**src/hw/rtl/bce_pkg.sv**
```systemverilog
// Package with the shared constants and the sequencer state type of the block entropy unit.
package bce_pkg;

    localparam int MAX_PIXELS = 64;
    localparam int FRAC_BITS  = 12;
    localparam int LOG_FRAC   = 24;
    localparam int MANT_BITS  = 30;

    localparam int COLOR_W  = 24;
    localparam int CNT_W    = $clog2(MAX_PIXELS + 1);
    localparam int IDX_W    = $clog2(MAX_PIXELS);
    localparam int EXP_W    = $clog2(CNT_W);
    localparam int LOG_W    = LOG_FRAC + EXP_W;
    localparam int MANT_W   = MANT_BITS + 1;
    localparam int STEP_W   = $clog2(LOG_FRAC + 1);
    localparam int PROD_W   = CNT_W + LOG_W;
    localparam int DEN_W    = CNT_W + LOG_FRAC - FRAC_BITS;
    localparam int DVD_W    = PROD_W + 1;
    localparam int DCNT_W   = $clog2(DVD_W + 1);
    localparam int ENT_W    = 15;
    localparam int OUT_W    = 32;

    typedef enum logic [3:0] {
        ST_IDLE,
        ST_SRCH_RD,
        ST_SRCH_CMP,
        ST_LOGN_GO,
        ST_LOGN_WAIT,
        ST_ENT_RD,
        ST_ENT_GO,
        ST_ENT_WAIT,
        ST_DIV_GO,
        ST_DIV_WAIT,
        ST_FIN
    } state_t;

endpackage

```
**src/hw/rtl/bce_log2.sv**
```systemverilog
// Iterative fixed-point log2 unit built on one shared squaring multiplier.
module bce_log2
(
    input  logic                       clk,
    input  logic                       rst_n,
    input  logic                       start,
    input  logic [bce_pkg::CNT_W-1:0]  k,
    output logic                       done,
    output logic [bce_pkg::LOG_W-1:0]  result
);

    logic [bce_pkg::MANT_W-1:0]     m_reg, m_next;
    logic [bce_pkg::LOG_FRAC-1:0]   frac_reg, frac_next;
    logic [bce_pkg::EXP_W-1:0]      exp_reg, exp_next;
    logic [bce_pkg::STEP_W-1:0]     step_reg, step_next;
    logic                           run_reg, run_next;
    logic                           done_reg, done_next;

    logic [2*bce_pkg::MANT_W-1:0]   sq;
    logic [bce_pkg::MANT_W:0]       sq_sh;
    logic [bce_pkg::EXP_W-1:0]      top_bit;
    logic [bce_pkg::CNT_W+bce_pkg::MANT_BITS-1:0] norm;

    // Index of the highest set bit of the argument.
    always_comb
    begin
        top_bit = '0;
        for (int i = 0; i < bce_pkg::CNT_W; i++)
        begin
            if (k[i])
            begin
                top_bit = bce_pkg::EXP_W'(i);
            end
        end
    end

    // Normalized mantissa and one squaring step.
    assign norm  = {k, {bce_pkg::MANT_BITS{1'b0}}} >> top_bit;
    assign sq    = m_reg * m_reg;
    assign sq_sh = sq[bce_pkg::MANT_BITS +: bce_pkg::MANT_W + 1];

    // Sequencing of the squaring steps; each one yields one fraction bit.
    always_comb
    begin
        m_next    = m_reg;
        frac_next = frac_reg;
        exp_next  = exp_reg;
        step_next = step_reg;
        run_next  = run_reg;
        done_next = 1'b0;
        if (start)
        begin
            m_next    = norm[bce_pkg::MANT_W-1:0];
            frac_next = '0;
            exp_next  = top_bit;
            step_next = '0;
            run_next  = 1'b1;
        end
        else if (run_reg)
        begin
            if (sq_sh[bce_pkg::MANT_W])
            begin
                m_next = sq_sh[bce_pkg::MANT_W:1];
            end
            else
            begin
                m_next = sq_sh[bce_pkg::MANT_W-1:0];
            end
            frac_next = {frac_reg[bce_pkg::LOG_FRAC-2:0], sq_sh[bce_pkg::MANT_W]};
            step_next = step_reg + 1'b1;
            if (step_reg == bce_pkg::STEP_W'(bce_pkg::LOG_FRAC - 1))
            begin
                run_next  = 1'b0;
                done_next = 1'b1;
            end
        end
    end

    // Control state.
    always_ff @(posedge clk or negedge rst_n)
    begin
        if (!rst_n)
        begin
            run_reg  <= 1'b0;
            done_reg <= 1'b0;
        end
        else
        begin
            run_reg  <= run_next;
            done_reg <= done_next;
        end
    end

    // Datapath registers.
    always_ff @(posedge clk)
    begin
        m_reg    <= m_next;
        frac_reg <= frac_next;
        exp_reg  <= exp_next;
        step_reg <= step_next;
    end

    assign done   = done_reg;
    assign result = {exp_reg, frac_reg};

endmodule

```
**src/hw/rtl/bce_div.sv**
```systemverilog
// Restoring divider that produces one quotient bit per cycle.
module bce_div
(
    input  logic                       clk,
    input  logic                       rst_n,
    input  logic                       start,
    input  logic [bce_pkg::DVD_W-1:0]  dividend,
    input  logic [bce_pkg::DEN_W-1:0]  divisor,
    output logic                       done,
    output logic [bce_pkg::DVD_W-1:0]  quotient
);

    logic [bce_pkg::DVD_W-1:0]   quo_reg, quo_next;
    logic [bce_pkg::DEN_W-1:0]   rem_reg, rem_next;
    logic [bce_pkg::DEN_W-1:0]   dsr_reg, dsr_next;
    logic [bce_pkg::DCNT_W-1:0]  cnt_reg, cnt_next;
    logic                        run_reg, run_next;
    logic                        done_reg, done_next;
    logic [bce_pkg::DEN_W:0]     trial;
    logic [bce_pkg::DEN_W:0]     diff;

    assign trial = {rem_reg, quo_reg[bce_pkg::DVD_W-1]};
    assign diff  = trial - {1'b0, dsr_reg};

    // One trial subtraction per cycle.
    always_comb
    begin
        quo_next  = quo_reg;
        rem_next  = rem_reg;
        dsr_next  = dsr_reg;
        cnt_next  = cnt_reg;
        run_next  = run_reg;
        done_next = 1'b0;
        if (start)
        begin
            quo_next = dividend;
            rem_next = '0;
            dsr_next = divisor;
            cnt_next = '0;
            run_next = 1'b1;
        end
        else if (run_reg)
        begin
            if (trial >= {1'b0, dsr_reg})
            begin
                rem_next = diff[bce_pkg::DEN_W-1:0];
                quo_next = {quo_reg[bce_pkg::DVD_W-2:0], 1'b1};
            end
            else
            begin
                rem_next = trial[bce_pkg::DEN_W-1:0];
                quo_next = {quo_reg[bce_pkg::DVD_W-2:0], 1'b0};
            end
            cnt_next = cnt_reg + 1'b1;
            if (cnt_reg == bce_pkg::DCNT_W'(bce_pkg::DVD_W - 1))
            begin
                run_next  = 1'b0;
                done_next = 1'b1;
            end
        end
    end

    // Control state.
    always_ff @(posedge clk or negedge rst_n)
    begin
        if (!rst_n)
        begin
            run_reg  <= 1'b0;
            done_reg <= 1'b0;
        end
        else
        begin
            run_reg  <= run_next;
            done_reg <= done_next;
        end
    end

    // Datapath registers.
    always_ff @(posedge clk)
    begin
        quo_reg <= quo_next;
        rem_reg <= rem_next;
        dsr_reg <= dsr_next;
        cnt_reg <= cnt_next;
    end

    assign done     = done_reg;
    assign quotient = quo_reg;

endmodule

```
**src/hw/rtl/block_color_entropy_top.sv**
```systemverilog
// Top level: color table, search and entropy sequencer, and the stream ports.
// Sequence: a pixel is taken in the idle state; each table entry searched then adds a read state
// and a compare state (up to MAX_PIXELS-1 entries). A last pixel adds a log2 run per distinct
// color and one for the block size in the 24-step log2 unit, then a division and a result load.
// Throughput: one pixel at a time; the input is not ready while a pixel is worked on.
// Reset (asynchronous, active low) empties the block and drops any pending result.
module block_color_entropy_top
(
    input  logic        clk,
    input  logic        rst_n,
    input  logic        s_tvalid,
    output logic        s_tready,
    input  logic [23:0] s_tdata,    // [23:0] color
    input  logic        s_tlast,
    output logic        m_tvalid,
    input  logic        m_tready,
    output logic [31:0] m_tdata     // [14:0] entropy, [21:15] distinct_colors,
                                    // [28:22] pixel_count, [29] overflowed, [31:30] zero
);

    bce_pkg::state_t state_reg, state_next;

    logic [bce_pkg::COLOR_W-1:0] color_reg, color_next;
    logic                        last_reg, last_next;
    logic [bce_pkg::IDX_W-1:0]   idx_reg, idx_next;
    logic [bce_pkg::CNT_W-1:0]   distinct_reg, distinct_next;
    logic [bce_pkg::CNT_W-1:0]   total_reg, total_next;
    logic                        ovf_reg, ovf_next;
    logic [bce_pkg::PROD_W-1:0]  pos_reg, pos_next;
    logic [bce_pkg::PROD_W-1:0]  acc_reg, acc_next;
    logic [bce_pkg::ENT_W-1:0]   ent_reg, ent_next;
    logic                        mval_reg, mval_next;
    logic [bce_pkg::OUT_W-1:0]   mdata_reg, mdata_next;

    // Color table memory.
    logic [bce_pkg::COLOR_W-1:0] key_mem [bce_pkg::MAX_PIXELS];
    logic [bce_pkg::CNT_W-1:0]   cnt_mem [bce_pkg::MAX_PIXELS];
    logic [bce_pkg::COLOR_W-1:0] rd_key_reg;
    logic [bce_pkg::CNT_W-1:0]   rd_cnt_reg;
    logic                        wr_en;
    logic [bce_pkg::IDX_W-1:0]   wr_addr;
    logic [bce_pkg::CNT_W-1:0]   wr_cnt;

    logic                        in_xfer;
    logic                        out_free;
    logic                        hit;
    logic                        last_entry;
    logic                        log_start;
    logic                        log_done;
    logic [bce_pkg::CNT_W-1:0]   log_k;
    logic [bce_pkg::LOG_W-1:0]   log_res;
    logic [bce_pkg::PROD_W-1:0]  prod;
    logic                        div_start;
    logic                        div_done;
    logic [bce_pkg::DVD_W-1:0]   div_dvd;
    logic [bce_pkg::DEN_W-1:0]   div_den;
    logic [bce_pkg::DVD_W-1:0]   div_quo;
    logic [bce_pkg::PROD_W-1:0]  diff;

    function automatic logic [bce_pkg::PROD_W-1:0] PROD_W_MUL
    (
        input logic [bce_pkg::CNT_W-1:0] a,
        input logic [bce_pkg::LOG_W-1:0] b
    );
        PROD_W_MUL = bce_pkg::PROD_W'(a) * bce_pkg::PROD_W'(b);
    endfunction

    assign in_xfer    = s_tvalid && s_tready;
    assign out_free   = !mval_reg || m_tready;
    assign hit        = (rd_key_reg == color_reg);
    assign last_entry = ({1'b0, idx_reg} + 1'b1) == distinct_reg;

    // Shared units.
    bce_log2 u_log2
    (
        .clk    (clk),
        .rst_n  (rst_n),
        .start  (log_start),
        .k      (log_k),
        .done   (log_done),
        .result (log_res)
    );

    bce_div u_div
    (
        .clk      (clk),
        .rst_n    (rst_n),
        .start    (div_start),
        .dividend (div_dvd),
        .divisor  (div_den),
        .done     (div_done),
        .quotient (div_quo)
    );

    // The block size feeds the log2 unit and the product while its log2 is taken.
    assign log_k   = (state_reg == bce_pkg::ST_LOGN_GO || state_reg == bce_pkg::ST_LOGN_WAIT)
                     ? total_reg : rd_cnt_reg;
    assign prod    = PROD_W_MUL(log_k, log_res);
    assign diff    = (pos_reg > acc_reg) ? (pos_reg - acc_reg) : '0;
    assign div_den = {total_reg, {(bce_pkg::LOG_FRAC - bce_pkg::FRAC_BITS){1'b0}}};
    assign div_dvd = {1'b0, diff} + bce_pkg::DVD_W'(div_den >> 1);

    // Next state.
    always_comb
    begin
        state_next = state_reg;
        case (state_reg)
            bce_pkg::ST_IDLE:
            begin
                if (in_xfer)
                begin
                    if (total_reg >= bce_pkg::CNT_W'(bce_pkg::MAX_PIXELS) ||
                        distinct_reg == '0)
                    begin
                        state_next = s_tlast ? bce_pkg::ST_LOGN_GO : bce_pkg::ST_IDLE;
                    end
                    else
                    begin
                        state_next = bce_pkg::ST_SRCH_RD;
                    end
                end
            end
            bce_pkg::ST_SRCH_RD:
            begin
                state_next = bce_pkg::ST_SRCH_CMP;
            end
            bce_pkg::ST_SRCH_CMP:
            begin
                if (hit || last_entry)
                begin
                    state_next = last_reg ? bce_pkg::ST_LOGN_GO : bce_pkg::ST_IDLE;
                end
                else
                begin
                    state_next = bce_pkg::ST_SRCH_RD;
                end
            end
            bce_pkg::ST_LOGN_GO:
            begin
                state_next = (total_reg == '0) ? bce_pkg::ST_FIN : bce_pkg::ST_LOGN_WAIT;
            end
            bce_pkg::ST_LOGN_WAIT:
            begin
                if (log_done)
                begin
                    state_next = (distinct_reg == '0) ? bce_pkg::ST_DIV_GO
                                                      : bce_pkg::ST_ENT_RD;
                end
            end
            bce_pkg::ST_ENT_RD:
            begin
                state_next = bce_pkg::ST_ENT_GO;
            end
            bce_pkg::ST_ENT_GO:
            begin
                state_next = bce_pkg::ST_ENT_WAIT;
            end
            bce_pkg::ST_ENT_WAIT:
            begin
                if (log_done)
                begin
                    state_next = last_entry ? bce_pkg::ST_DIV_GO : bce_pkg::ST_ENT_RD;
                end
            end
            bce_pkg::ST_DIV_GO:
            begin
                state_next = bce_pkg::ST_DIV_WAIT;
            end
            bce_pkg::ST_DIV_WAIT:
            begin
                if (div_done)
                begin
                    state_next = bce_pkg::ST_FIN;
                end
            end
            bce_pkg::ST_FIN:
            begin
                if (out_free)
                begin
                    state_next = bce_pkg::ST_IDLE;
                end
            end
            default:
            begin
                state_next = bce_pkg::ST_IDLE;
            end
        endcase
    end

    // Strobes to the table and the shared units.
    always_comb
    begin
        s_tready  = 1'b0;
        log_start = 1'b0;
        div_start = 1'b0;
        wr_en     = 1'b0;
        wr_addr   = distinct_reg[bce_pkg::IDX_W-1:0];
        wr_cnt    = bce_pkg::CNT_W'(1);
        case (state_reg)
            bce_pkg::ST_IDLE:
            begin
                s_tready = 1'b1;
                if (in_xfer && distinct_reg == '0 &&
                    total_reg < bce_pkg::CNT_W'(bce_pkg::MAX_PIXELS))
                begin
                    wr_en = 1'b1;
                end
            end
            bce_pkg::ST_SRCH_CMP:
            begin
                if (hit)
                begin
                    wr_en   = 1'b1;
                    wr_addr = idx_reg;
                    wr_cnt  = rd_cnt_reg + 1'b1;
                end
                else if (last_entry)
                begin
                    wr_en = 1'b1;
                end
            end
            bce_pkg::ST_LOGN_GO:
            begin
                log_start = (total_reg != '0);
            end
            bce_pkg::ST_ENT_GO:
            begin
                log_start = 1'b1;
            end
            bce_pkg::ST_DIV_GO:
            begin
                div_start = 1'b1;
            end
            default:
            begin
                s_tready = 1'b0;
            end
        endcase
    end

    // Block statistics, accumulators and the output register.
    always_comb
    begin
        color_next    = color_reg;
        last_next     = last_reg;
        idx_next      = idx_reg;
        distinct_next = distinct_reg;
        total_next    = total_reg;
        ovf_next      = ovf_reg;
        pos_next      = pos_reg;
        acc_next      = acc_reg;
        ent_next      = ent_reg;
        mval_next     = mval_reg && !m_tready;
        mdata_next    = mdata_reg;
        case (state_reg)
            bce_pkg::ST_IDLE:
            begin
                if (in_xfer)
                begin
                    color_next = s_tdata;
                    last_next  = s_tlast;
                    idx_next   = '0;
                    ent_next   = '0;
                    if (total_reg >= bce_pkg::CNT_W'(bce_pkg::MAX_PIXELS))
                    begin
                        ovf_next = 1'b1;
                    end
                    else if (distinct_reg == '0)
                    begin
                        distinct_next = distinct_reg + 1'b1;
                        total_next    = total_reg + 1'b1;
                    end
                end
            end
            bce_pkg::ST_SRCH_CMP:
            begin
                if (hit)
                begin
                    total_next = total_reg + 1'b1;
                end
                else if (last_entry)
                begin
                    distinct_next = distinct_reg + 1'b1;
                    total_next    = total_reg + 1'b1;
                end
                else
                begin
                    idx_next = idx_reg + 1'b1;
                end
            end
            bce_pkg::ST_LOGN_WAIT:
            begin
                if (log_done)
                begin
                    pos_next = prod;
                    acc_next = '0;
                    idx_next = '0;
                end
            end
            bce_pkg::ST_ENT_WAIT:
            begin
                if (log_done)
                begin
                    acc_next = acc_reg + prod;
                    if (!last_entry)
                    begin
                        idx_next = idx_reg + 1'b1;
                    end
                end
            end
            bce_pkg::ST_DIV_WAIT:
            begin
                if (div_done)
                begin
                    if (div_quo > bce_pkg::DVD_W'({bce_pkg::ENT_W{1'b1}}))
                    begin
                        ent_next = '1;
                    end
                    else
                    begin
                        ent_next = div_quo[bce_pkg::ENT_W-1:0];
                    end
                end
            end
            bce_pkg::ST_FIN:
            begin
                if (out_free)
                begin
                    mval_next     = 1'b1;
                    mdata_next    = {2'b00, ovf_reg, total_reg, distinct_reg, ent_reg};
                    distinct_next = '0;
                    total_next    = '0;
                    ovf_next      = 1'b0;
                end
            end
            default:
            begin
                idx_next = idx_reg;
            end
        endcase
    end

    // Control state.
    always_ff @(posedge clk or negedge rst_n)
    begin
        if (!rst_n)
        begin
            state_reg    <= bce_pkg::ST_IDLE;
            distinct_reg <= '0;
            total_reg    <= '0;
            ovf_reg      <= 1'b0;
            mval_reg     <= 1'b0;
        end
        else
        begin
            state_reg    <= state_next;
            distinct_reg <= distinct_next;
            total_reg    <= total_next;
            ovf_reg      <= ovf_next;
            mval_reg     <= mval_next;
        end
    end

    // Payload registers.
    always_ff @(posedge clk)
    begin
        color_reg <= color_next;
        last_reg  <= last_next;
        idx_reg   <= idx_next;
        pos_reg   <= pos_next;
        acc_reg   <= acc_next;
        ent_reg   <= ent_next;
        mdata_reg <= mdata_next;
    end

    // Table write port and registered read port.
    always_ff @(posedge clk)
    begin
        if (wr_en)
        begin
            key_mem[wr_addr] <= color_next;
            cnt_mem[wr_addr] <= wr_cnt;
        end
        rd_key_reg <= key_mem[idx_reg];
        rd_cnt_reg <= cnt_mem[idx_reg];
    end

    assign m_tvalid = mval_reg;
    assign m_tdata  = mdata_reg;

endmodule
```
**config.mk**
```make
export PLATFORM = sky130hd
export DESIGN_NAME = block_color_entropy_top
export DESIGN_NICKNAME = d
export VERILOG_FILES = /design/src/hw/rtl/bce_pkg.sv /design/src/hw/rtl/bce_log2.sv /design/src/hw/rtl/bce_div.sv /design/src/hw/rtl/block_color_entropy_top.sv
export SDC_FILE = /design/constraint.sdc
export NUM_CORES = 2
export LEC_CHECK = 0
export BUFFER_PORTS_ARGS = -buffer_cell sky130_fd_sc_hd__buf_2
export CAP_MARGIN = 20
export CELL_PAD_IN_SITES_DETAIL_PLACEMENT = 0
export CELL_PAD_IN_SITES_GLOBAL_PLACEMENT = 1
export CORE_ASPECT_RATIO = 0.5
export CORE_MARGIN = 4
export CORE_UTILIZATION = 55
export DETAILED_ROUTE_END_ITERATION = 10
export GPL_ROUTABILITY_DRIVEN = 0
export HOLD_SLACK_MARGIN = 0.08
export PLACE_DENSITY_LB_ADDON = 0.1
export SETUP_SLACK_MARGIN = 0.05
export SLEW_MARGIN = 20
export SYNTH_ARGS = -nofsm -noshare
export SYNTH_HDL_FRONTEND = slang
export SYNTH_HIERARCHICAL = 1
export SYNTH_SLANG_ARGS = --single-unit
```
**constraint.sdc**
```tcl
create_clock -name clk -period 11.4 [get_ports clk]
set_input_delay 0.57 -clock clk [delete_from_list [all_inputs] [get_ports clk]]
set_output_delay 0.57 -clock clk [all_outputs]
set_load 0.05 [all_outputs]
```
==> impl_metrics.ini <==
[run_status]
status = complete, no violations

[clock_network]
htreeDepth = 4
clkSinkCount = 2325
cts_tree = built
cts_buffers = 210
cts-root-buf = clkbuf_16
cts_setup_buffers = 0
clock_latency_ns = 0.87
clk_path_buf_depth = 4
path_clk_slew_ns = 0.06

[detailed_routing]
routed-via-count = 70290
drt-pass1-iter-count = 5
dr_wl_met3_um = 23520
drc = 0
drt_iter0_markers = 7096
wl_met2_um = 151700
vias_per_cell = 5.944
routed_wl_um = 317300
wl_per_cell_um = 26.84
wl_met1_um = 135900
ant_nets = 0
maxUsedRoutingLayer = met5

[setup_path]
required_ns = 11.94
reg2reg_to = u_log2/m_reg[8]
critPathMaxFanout = 25
endpoint_kind = register
cp.arrival_ns = 10.23
path_class = register to register
worstSetupStartpointType = register
reg2reg_slack_ns = 1.70
reg2reg_depth = 25
rr_startpoint = u_log2/m_reg[8]

[placement]
dp_hpwl_um = 205500
io_buffer_count = 60
place_area_um2 = 132300

[timing]
finalCriticalPeriod_ns = 9.695
max_slew_margin = 0.2429
clock.fmax_mhz = 103.1
period_share = 0.8504
tightest_slew_ns = 1.136
tns_ns = 0
setup_violations = 0
final_max_slew_viol_count = 0
finalHoldViolCount = 0
holdWs_ns = 0.2157
rsz0062_at_grt = false
skew_ns = 0.09542

[synthesis]
avgSynthCellArea_um2 = 15.09
synth_seq_area_share = 0.5383
synth-warning-count = 6
syn_area_um2 = 127400
synth_edf_count = 2192
netlist_instances = 8444
ys_types = 101
synth_ff_type = edfxtp_1
yosys.area.top_type_share = 0.5165
yosys.area.top_type = edfxtp_1
synth_seq_cells = 2325
synthTopCellsByArea = edfxtp_1 (52%), fa_1 (14%), mux4_2 (12%)
async_reset_ff_frac = 0.01032

[grt]
grt_max_degree = 119
grt_first_pass_wirelength_um = 479900
grt_antenna_before_repair = 11
grt_usage = 0.2707
grt_overflow = 0
grt_pass1_vias = 72490

[final_layout]
syn_to_final_growth_pct = 9.104
nets = 9900
top_register = key_mem
drive_above_1_share = 0.1587
fin_area_um2 = 139000
final_common_cell = edfxtp_1
fillerInstances = 17340
largest_reg_flops = 1536
layout_common_cells = edfxtp_1 (2192), inv_1 (1286), fa_1 (885)

[floorplan]
die-height_um = 348.4
start_util = 0.5554
die-width_um = 688.8
num_rows = 124
core_um2 = 229500
die_area_um2 = 239900
ios = 63

[hold_path]
hp-class = input port to register
holdPathStages = 3
hp-start = m_tready
hold_path_end = m_tvalid

[flow_run]
drv_cap = 0
-- what timing repair did --
action / CTS / global route
hold buffers: 2 / 0
resized for setup: 0 / 0
hold endpoints to repair: 25 / 0
-- Yosys cell counts (20+ instances only) --
cell / number
a21oi_1: 186
nand3_1: 51
nand4_1: 41
a21o_1: 67
and2_1: 335
nor4_1: 20
o21ai_0: 108
mux4_2: 651
buf_1: 53
edfxtp_1: 2192
nor3_1: 46
inv_1: 1286
and3_1: 27
xnor2_1: 131
fa_1: 885
nand2_1: 511
nor2b_1: 39
mux2_2: 70
o21bai_1: 36
dfxtp_1: 109
xor2_1: 83
a31oi_1: 30
a211oi_1: 21
mux2i_1: 51
ha_1: 423
clkbuf_1: 268
o21a_1: 36
nor2_1: 366
dfrtp_1: 24
-- metrics by stage --
step,cells,worst slack [ns],utilization
floorplan,8457,3.254,-
global placement,11430,1.923,0.5762
global route,11820,1.104,0.6058
finish,11830,1.705,0.6060
detailed placement,11440,1.749,0.5766
CTS,11810,1.704,0.6055
-- worst max-delay path, stage by stage, from the launching register on --
cell and delay (ns):
edfxtp_1 0.33, buf_4 0.38, clkinv_1 0.55, nor2_1 0.40, fa_1 0.47, fa_1 0.52, inv_1 0.06, fa_1 0.57
fa_1 0.45, fa_1 0.49, inv_1 0.05, fa_1 0.52, fa_1 0.54, inv_1 0.06, fa_1 0.60, inv_1 0.06
ha_1 0.37, inv_1 0.08, nor3_1 0.36, a41oi_1 0.17, a21oi_1 0.30, o211ai_2 0.28, a211oi_2 0.37, or4_4 0.18
nand3_1 0.60, a2111oi_0 0.65
-- per-layer routing --
| layer | global-route usage | vias to the layer above |
|---|---|---|
| li1 | - | 30330 |
| met2 | 0.4333 | 2471 |
| met1 | 0.4034 | 37130 |
| met5 | 0 | - |
| met3 | 0.04002 | 362 |
| met4 | 0.05152 | 2 |
-- cell families after synthesis --
| logic type | Yosys count | share of synthesized area |
|---|---|---|
| flip-flops | 2325 | 0.5383 |
| buffers and inverters | 1622 | 0.04800 |
| AND/OR/NAND/NOR | 1556 | 0.05970 |
| adder cells (fa/ha/maj) | 1308 | 0.1805 |
| multiplexers | 772 | 0.1252 |
| AO/OA/AOI/OAI | 645 | 0.03327 |
| XOR/XNOR | 215 | 0.01488 |
| other | 1 | 0.00002943 |
-- worst max path at each step --
stage | to | cells past startpoint | from
global route | u_log2/m_reg[8] | 25 | u_log2/m_reg[8]
CTS | u_log2/m_reg[8] | 26 | u_log2/m_reg[6]
global placement | u_log2/m_reg[24] | 27 | u_log2/m_reg[6]
finish | u_log2/m_reg[8] | 25 | u_log2/m_reg[8]
floorplan | u_log2/m_reg[12] | 29 | u_log2/m_reg[4]
detailed placement | u_log2/m_reg[8] | 25 | u_log2/m_reg[8]
-- final cells by class --
cell class              count  area (um^2)  area share
multi-input cells        4510        53450      0.3844
diodes                     10        25.02   0.0001800
inverters                1289         4838     0.03480
clock buffers             278         5622     0.04043
repair buffers            227         1649     0.01186
clock inverters            99        994.7    0.007154
flip-flops and latches   2325        68610      0.4934
well taps                3087         3862     0.02778
Power is not shown: default switching activity piles up to over one toggle a cycle in this logic, so the estimate is an artifact.
